## src/sv/fdtd_room_reverb_top_defines.svh

```systemverilog
// assertion macros for the fdtd room reverb block
// used by the top level only; needs clk and rst in scope
`ifndef FDTD_ROOM_REVERB_TOP_DEFINES_SVH
`define FDTD_ROOM_REVERB_TOP_DEFINES_SVH

// same-cycle implication, checked outside reset
`define FRR_ASSERT_NOW(label, ante, cons, msg) \
  label: assert property (@(posedge clk) disable iff (rst) (ante) |-> (cons)) \
    else $error(msg);

// next-cycle implication, checked outside reset
`define FRR_ASSERT_NEXT(label, ante, cons, msg) \
  label: assert property (@(posedge clk) disable iff (rst) (ante) |=> (cons)) \
    else $error(msg);

`endif

```

## src/sv/frr_pkg.sv

```systemverilog
// shared types and constants of the fdtd room reverb block
// no dependencies
package frr_pkg;

  localparam int COEF_W = 18;
  localparam int IDX_W  = 10;
  localparam int SMP_W  = 24;
  localparam int CFG_INDEX_W = 8;

  // register indexes of the configuration port
  localparam logic [CFG_INDEX_W-1:0] REG_FACE_NB   = 8'd0;
  localparam logic [CFG_INDEX_W-1:0] REG_FACE_PV   = 8'd1;
  localparam logic [CFG_INDEX_W-1:0] REG_EDGE_NB   = 8'd2;
  localparam logic [CFG_INDEX_W-1:0] REG_EDGE_PV   = 8'd3;
  localparam logic [CFG_INDEX_W-1:0] REG_CORNER_NB = 8'd4;
  localparam logic [CFG_INDEX_W-1:0] REG_CORNER_PV = 8'd5;
  localparam logic [CFG_INDEX_W-1:0] REG_SOURCE    = 8'd6;
  localparam logic [CFG_INDEX_W-1:0] REG_LISTENER  = 8'd7;

  // reset values
  localparam logic signed [COEF_W-1:0] RST_FACE_NB   = 18'sd16177;
  localparam logic signed [COEF_W-1:0] RST_FACE_PV   = 18'sd63877;
  localparam logic signed [COEF_W-1:0] RST_EDGE_NB   = 18'sd15974;
  localparam logic signed [COEF_W-1:0] RST_EDGE_PV   = 18'sd62259;
  localparam logic signed [COEF_W-1:0] RST_CORNER_NB = 18'sd15777;
  localparam logic signed [COEF_W-1:0] RST_CORNER_PV = 18'sd60681;
  localparam logic [IDX_W-1:0] RST_SOURCE   = 10'd333;
  localparam logic [IDX_W-1:0] RST_LISTENER = 10'd775;

  // interior weights: 1/4 and 1 in Q2.16
  localparam logic signed [COEF_W-1:0] INT_NB = 18'sd16384;
  localparam logic signed [COEF_W-1:0] INT_PV = 18'sd65536;

  typedef enum logic [3:0] {
    ST_CLEAR,
    ST_IDLE,
    ST_INJ_RD,
    ST_INJ_WR,
    ST_READ,
    ST_MUL_N,
    ST_MUL_P,
    ST_WRITE,
    ST_OUT_RD,
    ST_OUT_LOAD
  } state_t;

  // stencil taps, read one per cycle from the current level
  typedef enum logic [2:0] {
    TAP_C,
    TAP_XL,
    TAP_XH,
    TAP_YL,
    TAP_YH,
    TAP_ZL,
    TAP_ZH,
    TAP_END
  } tap_t;

  typedef struct packed {
    logic       acc_clr;
    logic       acc_en;
    logic       acc_dbl;
    logic       prev_cap;
    logic       mul_n;
    logic       mul_p;
    logic [1:0] walls;
  } dp_ctl_t;

endpackage

```

## src/sv/frr_dp.sv

```systemverilog
// arithmetic of the fdtd room reverb: stencil sum, weighting, rounding, saturation
// depends on frr_pkg
module frr_dp #(
  parameter int CELL_BITS = 32
) (
  input  logic                                 clk,
  input  frr_pkg::dp_ctl_t                     ctl,
  input  logic signed [frr_pkg::COEF_W-1:0]    coef_face_neighbor,
  input  logic signed [frr_pkg::COEF_W-1:0]    coef_face_prev,
  input  logic signed [frr_pkg::COEF_W-1:0]    coef_edge_neighbor,
  input  logic signed [frr_pkg::COEF_W-1:0]    coef_edge_prev,
  input  logic signed [frr_pkg::COEF_W-1:0]    coef_corner_neighbor,
  input  logic signed [frr_pkg::COEF_W-1:0]    coef_corner_prev,
  input  logic [CELL_BITS-1:0]                 now_rdata,
  input  logic [CELL_BITS-1:0]                 prev_rdata,
  input  logic signed [frr_pkg::SMP_W-1:0]     sample,
  input  logic signed [frr_pkg::SMP_W-1:0]     prev_sample,
  output logic [CELL_BITS-1:0]                 cell_res,
  output logic [CELL_BITS-1:0]                 inj_now,
  output logic [CELL_BITS-1:0]                 inj_prev
);

  localparam int SUM_W  = CELL_BITS + 3;
  localparam int PROD_W = SUM_W + frr_pkg::COEF_W;
  localparam int DIFF_W = PROD_W + 1;
  localparam int TOP_W  = DIFF_W - CELL_BITS + 1;
  localparam logic [DIFF_W-1:0]    RND    = DIFF_W'(32768);
  localparam logic [CELL_BITS-1:0] C_MAX  = {1'b0, {(CELL_BITS-1){1'b1}}};
  localparam logic [CELL_BITS-1:0] C_MIN  = {1'b1, {(CELL_BITS-1){1'b0}}};

  logic signed [SUM_W-1:0]           acc;
  logic signed [CELL_BITS-1:0]       prev_r;
  logic signed [PROD_W-1:0]          pn, pp;
  logic signed [frr_pkg::COEF_W-1:0] cn, cp;
  logic signed [SUM_W-1:0]           d_one, d_two;
  logic signed [DIFF_W-1:0]          diff, q;
  logic [TOP_W-1:0]                  top;
  logic [CELL_BITS:0]                s_now, s_prev;

  always_comb begin
    unique case (ctl.walls)
      2'd0: begin cn = frr_pkg::INT_NB;       cp = frr_pkg::INT_PV;       end
      2'd1: begin cn = coef_face_neighbor;    cp = coef_face_prev;        end
      2'd2: begin cn = coef_edge_neighbor;    cp = coef_edge_prev;        end
      default: begin cn = coef_corner_neighbor; cp = coef_corner_prev;    end
    endcase
  end

  assign d_one = {{3{now_rdata[CELL_BITS-1]}}, now_rdata};
  assign d_two = {{2{now_rdata[CELL_BITS-1]}}, now_rdata, 1'b0};

  always_ff @(posedge clk) begin
    if (ctl.acc_clr) begin
      acc <= '0;
    end else if (ctl.acc_en) begin
      acc <= acc + (ctl.acc_dbl ? d_two : d_one);
    end
    if (ctl.prev_cap) prev_r <= prev_rdata;
    if (ctl.mul_n)    pn <= cn * acc;
    if (ctl.mul_p)    pp <= cp * prev_r;
  end

  // round half up, floor shift by 16, clamp to the cell range
  assign diff = {pn[PROD_W-1], pn} - {pp[PROD_W-1], pp} + RND;
  assign q    = diff >>> 16;
  assign top  = q[DIFF_W-1:CELL_BITS-1];
  always_comb begin
    if ((&top) || !(|top)) cell_res = q[CELL_BITS-1:0];
    else                   cell_res = q[DIFF_W-1] ? C_MIN : C_MAX;
  end

  // source injection into the current and previous levels
  assign s_now  = {now_rdata[CELL_BITS-1], now_rdata}
                + (CELL_BITS+1)'(sample);
  assign s_prev = {prev_rdata[CELL_BITS-1], prev_rdata}
                + (CELL_BITS+1)'(prev_sample);
  always_comb begin
    if (s_now[CELL_BITS] == s_now[CELL_BITS-1]) inj_now = s_now[CELL_BITS-1:0];
    else inj_now = s_now[CELL_BITS] ? C_MIN : C_MAX;
    if (s_prev[CELL_BITS] == s_prev[CELL_BITS-1]) inj_prev = s_prev[CELL_BITS-1:0];
    else inj_prev = s_prev[CELL_BITS] ? C_MIN : C_MAX;
  end

endmodule

```

## config.mk

```make
export PLATFORM = sky130hd
export DESIGN_NAME = frr_dp
export DESIGN_NICKNAME = d
export VERILOG_FILES = /design/src/sv/fdtd_room_reverb_top_defines.svh /design/src/sv/frr_pkg.sv /design/src/sv/frr_dp.sv
export SDC_FILE = /design/constraint.sdc
export NUM_CORES = 2
export LEC_CHECK = 0
export ABC_AREA = 1
export BUFFER_PORTS_ARGS = -buffer_cell sky130_fd_sc_hd__buf_2
export CAP_MARGIN = 20
export CORE_UTILIZATION = 42
export CTS_CLUSTER_DIAMETER = 150
export CTS_CLUSTER_SIZE = 20
export DETAILED_ROUTE_END_ITERATION = 8
export SETUP_SLACK_MARGIN = 0.05
export SLEW_MARGIN = 20
export SYNTH_ARGS = -nofsm -noshare
export SYNTH_HDL_FRONTEND = slang
export SYNTH_SLANG_ARGS = --single-unit
```

## constraint.sdc

```tcl
create_clock -name clk -period 6.9 [get_ports clk]
set_input_delay 0 -clock clk [delete_from_list [all_inputs] [get_ports clk]]
set_output_delay 0 -clock clk [all_outputs]
set_load 0.005 [all_outputs]
```

==> results.json <==
{
  "status": "finished clean",
  "yosysMostFrequentCell": "inv_1",
  "synth-edff-count": 135,
  "cts-root-buf": "clkbuf_16",
  "ys_seq_elements": 170,
  "worstMarginPinSlew_ns": 0.9838,
  "setup_viol": 0,
  "port_buffers": 324,
  "yosys-top-cells-area": "fa_1, inv_1, nand2_1, ha_1, edfxtp_1",
  "area_growth_pct": 12.31,
  "rsz0062_at_grt": "yes",
  "antenna_found_initial": 8,
  "drive_gt1_frac": 0.1048,
  "detail_route.wl_per_cell_um": 18.84,
  "timing_hold_violations_final": 0,
  "clkSinkCount": 170,
  "cp.required_ns": 7.14,
  "synthCells": 7950,
  "synthesis.nets": 9785,
  "grt_overflow": 0,
  "maxCapViolCount": 0,
  "die_h_um": 379.5,
  "startpoint_type": "register",
  "final_util": 0.4753,
  "async_flop_share": 0,
  "post-route-period-util": 0.9524,
  "ys.warnings.count": 0,
  "firstDrtPassIters": 6,
  "gp_congestion": 0.9759,
  "die_w_um": 379.5,
  "avgSynthCellArea_um2": 7.529,
  "vias": 51750,
  "fillers": 14220,
  "yosysUniqueCellTypes": 62,
  "core.rowCount": 138,
  "synth_ff_type": "edfxtp_1",
  "initial_utilization": 0.4232,
  "pin_count": 325,
  "viasPerCell": 4.991,
  "grt_usage": 0.2771,
  "wl_um": 195300,
  "drtAntennaViolNets": 0,
  "worstSkewPairLatency_ns": 0.53,
  "fmax_mhz": 152.2,
  "grt_pass1_wl_um": 308200,
  "hpwl_um": 168300,
  "yosys.area.top_type": "fa_1",
  "final_nets": 10300,
  "yosysSeqAreaShare": 0.07944,
  "cts_buffers": 17,
  "multi_input_area_um2": 46020,
  "seq_area_um2": 4755,
  "synth_top_area_share": 0.3870,
  "yosys-top-cells-count": "inv_1, nand2_1, fa_1",
  "clockBufferDepth": 2,
  "clock_skew_ns": 0.01797,
  "min_period_ns": 6.572,
  "cts_tree": "yes",
  "end_kind": "register",
  "finalMaxSlewViolations": 0,
  "ctsHtreeMaxLevel": 4,
  "clk_pin_slew_ns": 0.08,
  "holdCritPathClass": "in -> reg",
  "arrival_ns": 6.81,
  "drc": 0,
  "grt_max_degree": 64,
  "critical_path_class": "reg -> reg",
  "cp_max_fo": 15,
  "slew_headroom": 0.3441,
  "netlist_area_um2": 59850,
  "grt_pass1_vias": 54130,
  "drt-initial-drc-count": 3865,
  "coreArea_um2": 141400,
  "dieArea_um2": 144000
}
[repair_timing]
action | 4_1_cts | 5_1_grt
hold endpoints to repair | 37 | 0
resized for setup | 1 | 8
buffers inserted | 0 | 22
gates cloned | 0 | 0
endpoints found under the setup margin | 2 | 12
hold buffers | 34 | 0
[cells by family after synthesis]
family | count (synthesis) | share of synthesized area
and+or+nand+nor | 2897 | 0.1926
xor gates and xnor gates | 212 | 0.03115
AOI/OAI and AO/OA | 674 | 0.06363
DFF | 170 | 0.07944
adders and majority gates | 1606 | 0.4809
buffers and inverters | 2391 | 0.1523
[through the flow]
| stage | worst slack [ns] | instances | TNS (ns) | hold WS, ns | cell area [um^2] |
|---|---|---|---|---|---|
| floorplan | 0.6339 | 7950 | 0 | 0.09887 | 59850 |
| global placement | -0.5744 | 10280 | -1.076 | 0.2016 | 66000 |
| detailed placement | -0.5038 | 10280 | -0.9295 | 0.2049 | 66000 |
| CTS | 0.1621 | 10340 | 0 | 0.02397 | 66970 |
| global route | 0.02302 | 10370 | 0 | 0.04100 | 67210 |
| finish | 0.3282 | 10370 | 0 | 0.01805 | 67220 |
[area by class of cell]
class	instances	share of cell area
Multi-Input combinational cell	5389	0.6846
Inverter	2131	0.1191
Timing Repair Buffer	755	0.08112
Sequential cell	170	0.07073
Tap cell	1890	0.03518
Clock buffer	17	0.006329
Clock inverter	15	0.002848
Antenna cell	3	0.0001117
[critical path, stage by stage (launching register included)]
cell and delay [ns]:
dfxtp_1 0.47, clkinvlp_4 0.18, buf_12 0.17, nor2_1 0.28
fa_1 0.52, fa_1 0.61, inv_1 0.15, fa_1 0.54
inv_1 0.07, fa_1 0.54, inv_1 0.05, fa_1 0.45
fa_1 0.58, inv_1 0.06, ha_1 0.29, inv_1 0.05
nor3_1 0.26, inv_1 0.13, nor4_1 0.21, buf_4 0.17
nand3_1 0.05, or2_2 0.29, nand2_1 0.08, xor2_1 0.07
[routing by layer]
layer  vias up  wire, um  global-route usage
li1      24270         -                   -
met1     25570     90830              0.4012
met2      1700     86170              0.4342
met3       219     13570             0.03957
met4         0      4753             0.06988
met5         -         0                   0
[registers in the layout, indices dropped and copies added (netlist names)]
name    cells
pn         53
acc        35
prev_r     32
pp         50
[cells in the final DEF, fill, tap and decap left out, drive strengths merged, types with 32 or more instances in the layout]
cell         netlist  routed
or2               46      46
dfxtp             35      35
fa              1157    1157
inv             2119    2126
a31oi             32      32
nand3            158     158
dlygate4sd3        0      34
o21ai            182     182
a21oi            338     338
edfxtp           135     135
xnor2             87      87
nor3              42      42
xor2             125     125
nand2           2001    2001
ha               449     449
nor2             591     591
o21bai            38      38
buf               67     721
[path summary, 6_finish.rpt]
check,cells past startpoint,slack [ns],startpoint,endpoint
worst max register to register,23,0.33,acc[34],pn[52]
worst max-delay path,23,0.33,acc[34],pn[52]
worst min-delay path,1,0.02,ctl[2],pp[14]
worst min register to register,2,0.59,acc[34],acc[34]
Power is not shown: default switching activity piles up to over one toggle a cycle in this logic, so the estimate is an artifact.
