`config.mk`:
```
export PLATFORM = sky130hd
export DESIGN_NAME = frr_ctrl
export DESIGN_NICKNAME = d
export VERILOG_FILES = /design/src/sv/fdtd_room_reverb_top_defines.svh /design/src/sv/frr_pkg.sv /design/src/sv/frr_ctrl.sv
export SDC_FILE = /design/constraint.sdc
export NUM_CORES = 1
export LEC_CHECK = 0
export ABC_CLOCK_PERIOD_IN_PS = 3150
export BUFFER_PORTS_ARGS = -buffer_cell sky130_fd_sc_hd__clkbuf_2
export CORE_AREA = 2 2 77 116
export DETAILED_ROUTE_END_ITERATION = 6
export DIE_AREA = 0 0 79 118
export PLACE_DENSITY_LB_ADDON = 0.05
export SKIP_CTS_REPAIR_TIMING = 1
export SYNTH_ARGS = -nofsm -noshare
export SYNTH_HDL_FRONTEND = slang
export SYNTH_SLANG_ARGS = --single-unit
```
`constraint.sdc`:
```
create_clock -name clk -period 3.15 [get_ports clk]
set_input_delay 0.63 -clock clk [delete_from_list [all_inputs] [get_ports clk]]
set_output_delay 0.63 -clock clk [all_outputs]
set_load 0.05 [all_outputs]
```
`src/sv/fdtd_room_reverb_top_defines.svh`:
```
// assertion macros for the fdtd room reverb block
// used by the top level only; needs clk and rst in scope
`ifndef FDTD_ROOM_REVERB_TOP_DEFINES_SVH
`define FDTD_ROOM_REVERB_TOP_DEFINES_SVH

// same-cycle implication, checked outside reset
`define FRR_ASSERT_NOW(label, ante, cons, msg) \
  label: assert property (@(posedge clk) disable iff (rst) (ante) |-> (cons)) \
    else $error(msg);

// next-cycle implication, checked outside reset
`define FRR_ASSERT_NEXT(label, ante, cons, msg) \
  label: assert property (@(posedge clk) disable iff (rst) (ante) |=> (cons)) \
    else $error(msg);

`endif

```
`src/sv/frr_pkg.sv`:
```
// shared types and constants of the fdtd room reverb block
// no dependencies
package frr_pkg;

  localparam int COEF_W = 18;
  localparam int IDX_W  = 10;
  localparam int SMP_W  = 24;
  localparam int CFG_INDEX_W = 8;

  // register indexes of the configuration port
  localparam logic [CFG_INDEX_W-1:0] REG_FACE_NB   = 8'd0;
  localparam logic [CFG_INDEX_W-1:0] REG_FACE_PV   = 8'd1;
  localparam logic [CFG_INDEX_W-1:0] REG_EDGE_NB   = 8'd2;
  localparam logic [CFG_INDEX_W-1:0] REG_EDGE_PV   = 8'd3;
  localparam logic [CFG_INDEX_W-1:0] REG_CORNER_NB = 8'd4;
  localparam logic [CFG_INDEX_W-1:0] REG_CORNER_PV = 8'd5;
  localparam logic [CFG_INDEX_W-1:0] REG_SOURCE    = 8'd6;
  localparam logic [CFG_INDEX_W-1:0] REG_LISTENER  = 8'd7;

  // reset values
  localparam logic signed [COEF_W-1:0] RST_FACE_NB   = 18'sd16177;
  localparam logic signed [COEF_W-1:0] RST_FACE_PV   = 18'sd63877;
  localparam logic signed [COEF_W-1:0] RST_EDGE_NB   = 18'sd15974;
  localparam logic signed [COEF_W-1:0] RST_EDGE_PV   = 18'sd62259;
  localparam logic signed [COEF_W-1:0] RST_CORNER_NB = 18'sd15777;
  localparam logic signed [COEF_W-1:0] RST_CORNER_PV = 18'sd60681;
  localparam logic [IDX_W-1:0] RST_SOURCE   = 10'd333;
  localparam logic [IDX_W-1:0] RST_LISTENER = 10'd775;

  // interior weights: 1/4 and 1 in Q2.16
  localparam logic signed [COEF_W-1:0] INT_NB = 18'sd16384;
  localparam logic signed [COEF_W-1:0] INT_PV = 18'sd65536;

  typedef enum logic [3:0] {
    ST_CLEAR,
    ST_IDLE,
    ST_INJ_RD,
    ST_INJ_WR,
    ST_READ,
    ST_MUL_N,
    ST_MUL_P,
    ST_WRITE,
    ST_OUT_RD,
    ST_OUT_LOAD
  } state_t;

  // stencil taps, read one per cycle from the current level
  typedef enum logic [2:0] {
    TAP_C,
    TAP_XL,
    TAP_XH,
    TAP_YL,
    TAP_YH,
    TAP_ZL,
    TAP_ZH,
    TAP_END
  } tap_t;

  typedef struct packed {
    logic       acc_clr;
    logic       acc_en;
    logic       acc_dbl;
    logic       prev_cap;
    logic       mul_n;
    logic       mul_p;
    logic [1:0] walls;
  } dp_ctl_t;

endpackage

```
`src/sv/frr_ctrl.sv`:
```
// sequencer of the fdtd room reverb: clearing pass, injection, cell sweep, readout
// depends on frr_pkg
module frr_ctrl #(
  parameter int GRID_SIDE = 10
) (
  input  logic                         clk,
  input  logic                         rst,
  input  logic                         in_valid,
  output logic                         in_ready,
  input  logic [frr_pkg::IDX_W-1:0]    source_cell,
  input  logic [frr_pkg::IDX_W-1:0]    listener_cell,
  input  logic                         out_free,
  output logic                         out_load,
  output logic                         lst_ok,
  output logic [1:0]                   rot,
  output logic [$clog2(GRID_SIDE**3)-1:0] now_raddr,
  output logic [$clog2(GRID_SIDE**3)-1:0] prev_raddr,
  output logic [$clog2(GRID_SIDE**3)-1:0] waddr,
  output logic                         clearing,
  output logic                         we_inj,
  output logic                         we_next,
  output frr_pkg::dp_ctl_t             dp_ctl
);

  localparam int CELLS = GRID_SIDE ** 3;
  localparam int AW    = $clog2(CELLS);
  localparam int CW    = $clog2(GRID_SIDE);
  localparam logic [AW-1:0] ONE  = AW'(1);
  localparam logic [AW-1:0] STY  = AW'(GRID_SIDE);
  localparam logic [AW-1:0] STZ  = AW'(GRID_SIDE * GRID_SIDE);
  localparam logic [AW-1:0] LAST = AW'(CELLS - 1);
  localparam logic [CW-1:0] EDGE = CW'(GRID_SIDE - 1);

  frr_pkg::state_t state, state_next;
  frr_pkg::tap_t   tap;
  logic [AW-1:0]   clr_addr;
  logic [AW-1:0]   idx;
  logic [CW-1:0]   x, y, z;
  logic            src_ok;
  logic            wx, wy, wz;
  logic [AW-1:0]   src_a, lst_a, nbr_a;

  assign src_ok = 32'(source_cell) < 32'(CELLS);
  assign lst_ok = 32'(listener_cell) < 32'(CELLS);
  assign src_a  = AW'(source_cell);
  assign lst_a  = AW'(listener_cell);
  assign wx = (x == '0) || (x == EDGE);
  assign wy = (y == '0) || (y == EDGE);
  assign wz = (z == '0) || (z == EDGE);

  // mirrored neighbour address: step inward when on the wall
  always_comb begin
    unique case (tap)
      frr_pkg::TAP_C:  nbr_a = idx;
      frr_pkg::TAP_XL: nbr_a = (x == '0)  ? idx + ONE : idx - ONE;
      frr_pkg::TAP_XH: nbr_a = (x == EDGE) ? idx - ONE : idx + ONE;
      frr_pkg::TAP_YL: nbr_a = (y == '0)  ? idx + STY : idx - STY;
      frr_pkg::TAP_YH: nbr_a = (y == EDGE) ? idx - STY : idx + STY;
      frr_pkg::TAP_ZL: nbr_a = (z == '0)  ? idx + STZ : idx - STZ;
      frr_pkg::TAP_ZH: nbr_a = (z == EDGE) ? idx - STZ : idx + STZ;
      default:         nbr_a = idx;
    endcase
  end

  always_ff @(posedge clk) begin
    if (rst) begin
      state    <= frr_pkg::ST_CLEAR;
      clr_addr <= '0;
      idx      <= '0;
      x        <= '0;
      y        <= '0;
      z        <= '0;
      tap      <= frr_pkg::TAP_C;
      rot      <= 2'd0;
    end else begin
      state <= state_next;
      if (state == frr_pkg::ST_CLEAR) begin
        clr_addr <= clr_addr + ONE;
      end
      if (state == frr_pkg::ST_READ) begin
        tap <= frr_pkg::tap_t'(tap + 3'd1);
      end
      if (state == frr_pkg::ST_WRITE) begin
        tap <= frr_pkg::TAP_C;
        if (idx == LAST) begin
          idx <= '0;
          x   <= '0;
          y   <= '0;
          z   <= '0;
          rot <= (rot == 2'd2) ? 2'd0 : rot + 2'd1;
        end else begin
          idx <= idx + ONE;
          if (x == EDGE) begin
            x <= '0;
            if (y == EDGE) begin
              y <= '0;
              z <= z + CW'(1);
            end else begin
              y <= y + CW'(1);
            end
          end else begin
            x <= x + CW'(1);
          end
        end
      end
    end
  end

  always_comb begin
    state_next = state;
    in_ready   = 1'b0;
    out_load   = 1'b0;
    clearing   = 1'b0;
    we_inj     = 1'b0;
    we_next    = 1'b0;
    now_raddr  = lst_a;
    prev_raddr = idx;
    waddr      = idx;
    dp_ctl     = '0;
    dp_ctl.walls = 2'(wx) + 2'(wy) + 2'(wz);
    unique case (state)
      frr_pkg::ST_CLEAR: begin
        clearing = 1'b1;
        waddr    = clr_addr;
        if (clr_addr == LAST) state_next = frr_pkg::ST_IDLE;
      end
      frr_pkg::ST_IDLE: begin
        in_ready = 1'b1;
        if (in_valid) state_next = src_ok ? frr_pkg::ST_INJ_RD : frr_pkg::ST_READ;
      end
      frr_pkg::ST_INJ_RD: begin
        now_raddr  = src_a;
        prev_raddr = src_a;
        state_next = frr_pkg::ST_INJ_WR;
      end
      frr_pkg::ST_INJ_WR: begin
        waddr      = src_a;
        we_inj     = 1'b1;
        state_next = frr_pkg::ST_READ;
      end
      frr_pkg::ST_READ: begin
        now_raddr       = nbr_a;
        dp_ctl.acc_clr  = (tap == frr_pkg::TAP_C);
        dp_ctl.acc_en   = (tap != frr_pkg::TAP_C);
        dp_ctl.acc_dbl  = (tap == frr_pkg::TAP_XL);
        dp_ctl.prev_cap = (tap == frr_pkg::TAP_XL);
        if (tap == frr_pkg::TAP_END) state_next = frr_pkg::ST_MUL_N;
      end
      frr_pkg::ST_MUL_N: begin
        dp_ctl.mul_n = 1'b1;
        state_next   = frr_pkg::ST_MUL_P;
      end
      frr_pkg::ST_MUL_P: begin
        dp_ctl.mul_p = 1'b1;
        state_next   = frr_pkg::ST_WRITE;
      end
      frr_pkg::ST_WRITE: begin
        we_next    = 1'b1;
        state_next = (idx == LAST) ? frr_pkg::ST_OUT_RD : frr_pkg::ST_READ;
      end
      frr_pkg::ST_OUT_RD: begin
        state_next = frr_pkg::ST_OUT_LOAD;
      end
      frr_pkg::ST_OUT_LOAD: begin
        if (out_free) begin
          out_load   = 1'b1;
          state_next = frr_pkg::ST_IDLE;
        end
      end
      default: state_next = frr_pkg::ST_CLEAR;
    endcase
  end

endmodule

```
==> metrics.yaml <==
rsz0062_at_grt: "true"
post_dp_cell_area_sq_mm: 0.00519
synth_top_area_frac: 0.189
layout_setup_ws_ns: -0.191
cts_root_buf: "clkbuf_16"
setup_viol: 8
antenna_cells: 0
critPathCaptureType: "output port"
cts_tree: "done"
slew_headroom: 0.571
hold_class: "reg -> reg"
synth-edff-count: 0
status: "complete, but fails checks"
syn_inst: 608
worstSetupPathType: "reg -> out"
max-vdd-ir-drop_uv: 242
arrival_ns: 2.71
drc_errors: 0
syn_to_final_growth_pct: 30.4
grt_pass1_wl_microns: 26200
totalWireLength_microns: 16500
synth-main-ff-cell: "dfxtp_1"
leakagePower_nw: 2.36
syn_area_sq_mm: 0.00433
critPathRequiredTime_ns: 2.52
fin_cells: 816
fp.coreArea_sq_mm: 0.00831
worst_pin_slew_ns: 0.635
syn_area_per_cell_sq_um: 7.12
hold_viol_final: 0
cts.sinks: 41
grt_util_all_layers: 0.352
dieArea_sq_mm: 0.00932
synth_common_cells: "nand2_1 (71), nor2_1 (64), dfxtp_1 (41)"
viasPerCell: 6.47
fp-row-count: 41
yosysSeqAreaShare: 0.189
antenna_found_initial: 0
synthTopCellsByArea: "dfxtp_1 (19%), nand2_1 (6.2%), nor2_1 (5.5%), ha_1 (5.5%), o21ai_0 (4.5%)"
syn-num-nets: 652
async_flop_share: 0
synth.distinct_cells: 75
dp_hpwl_microns: 12600
max_freq_mhz: 299
finalNetCount: 752
drt_iter0_drc: 292
powerDensity_mw_per_mm2: 224
grt_pass1_vias: 5207
cp_max_fo: 4
die_h_microns: 118
yosysTopAreaCell: "dfxtp_1"
place_congestion: 1.00
drive_gt1_frac: 0.292
clock_latency_ns: 0.29
clock_skew_ns: 0.00611
overflow: 0
first_pass_iters: 5
numCtsBuffers: 5
ant_nets: 0
slew_viol_final: 0
violations: "setup timing"
pre_cts_ws_ns: 0.0247
die_w_microns: 79
cap_viol_max_count: 0
min_period_ns: 3.34
design_area_sq_mm: 0.00565
cts.clk_slew.worst_paths_ns: 0.07
fill_cells: 723
startpoint_type: "flip-flop"
p_total_mw: 1.27
reg2reg_depth: 9
cts_max_level: 2
numPortBuffers: 69
timing.final.crit_share: 1.06
yosysMostFrequentCell: "nand2_1"
initial_core_util: 0.521
io_pins: 70
avgRoutedWirePerCell_microns: 20.3
vias: 5277
cts_buffer_depth: 2
hold_depth: 2
grt_max_degree: 35
synth_seq_cells: 41
placed_cells: 797
ys_warn_count: 0
layout make-up:
cell class	count	area, sq um	share of cell area
clock buffers	6	129	0.0228
well taps	107	134	0.0237
repair buffers	143	1050	0.185
inverters	17	68.8	0.0122
multi-input cells	500	3390	0.601
clock inverters	2	38.8	0.00687
flip-flops and latches	41	835	0.148
stage by stage:
stage / hold slack, ns / TNS [ns] / utilization
floorplan: 0.472 / -0.0717 / -
global placement: 0.492 / 0 / 0.625
detailed placement: 0.507 / 0 / 0.625
CTS: 0.516 / -1.83 / 0.645
global route: 0.578 / -1.46 / 0.679
finish: 0.515 / -0.858 / 0.679
power breakdown:
group	internal [mW]	total (mW)	switching (mW)	leakage, nW
sequential	0.519	0.524	0.00514	0.334
combinational	0.0483	0.132	0.0841	1.95
clock	0.376	0.610	0.234	0.0810
cells by family after synthesis:
logic type,after synthesis,synth area share
muxes,13,0.0318
adders and majority gates,20,0.0595
buffers and inverters,67,0.0673
xor gates and xnor gates,30,0.0607
and+or+nand+nor,253,0.300
DFF,41,0.189
AOI/OAI and AO/OA,184,0.292
cells in the final DEF, fill, tap and decap left out, types with 5 or more instances in the layout:
master,instances
a21oi_1,32
a22oi_1,18
a31oi_1,6
and2_1,5
buf_12,7
buf_4,70
buf_6,5
clkbuf_16,6
clkbuf_2,59
dfxtp_1,36
ha_1,14
inv_1,15
mux2_2,6
mux2i_1,5
nand2_1,70
nand2b_1,10
nand3_1,17
nand4_1,12
nor2_1,61
nor2b_1,11
nor3_1,23
o2111ai_1,5
o211ai_1,6
o21ai_0,38
o221ai_1,6
o22ai_1,10
o31ai_1,6
or3_1,9
xnor2_1,15
xor2_1,15
critical path: stages, from the launching register on:
cell and delay (ns):
dfxtp_4 0.37, ha_4 0.15, ha_4 0.13, or4b_4 0.49, a211o_1 0.37, o22a_1 0.19
o22ai_2 0.15, a211oi_2 0.06, o211ai_1 0.27, clkbuf_16 0.22
flip-flops by register name, indices dropped and copies added, names as in the netlist:
signal and cells:
tap 3, idx 10, y 4, z 4
clr_addr 10, x 4, rot 2, state 4
layer usage:
layer	global-route usage	wire length [microns]	vias up
li1	-	-	2435
met1	0.411	6260	2462
met2	0.611	8360	305
met3	0.0537	1090	75
met4	0.177	818	0
met5	0	0	-
path summary, 6_finish.rpt:
check / from / end / slack (ns)
setup / recovery: tap[1]$_SDFFE_PP0P_ / now_raddr[3] / -0.19
hold reg to reg: clr_addr[9]$_SDFFE_PP0P_ / clr_addr[9]$_SDFFE_PP0P_ / 0.52
hold / removal: clr_addr[9]$_SDFFE_PP0P_ / clr_addr[9]$_SDFFE_PP0P_ / 0.52
setup reg to reg: idx[0]$_SDFFE_PP0P_ / z[3]$_SDFFE_PP0P_ / 0.49
Power figures use the tool's default switching activity.
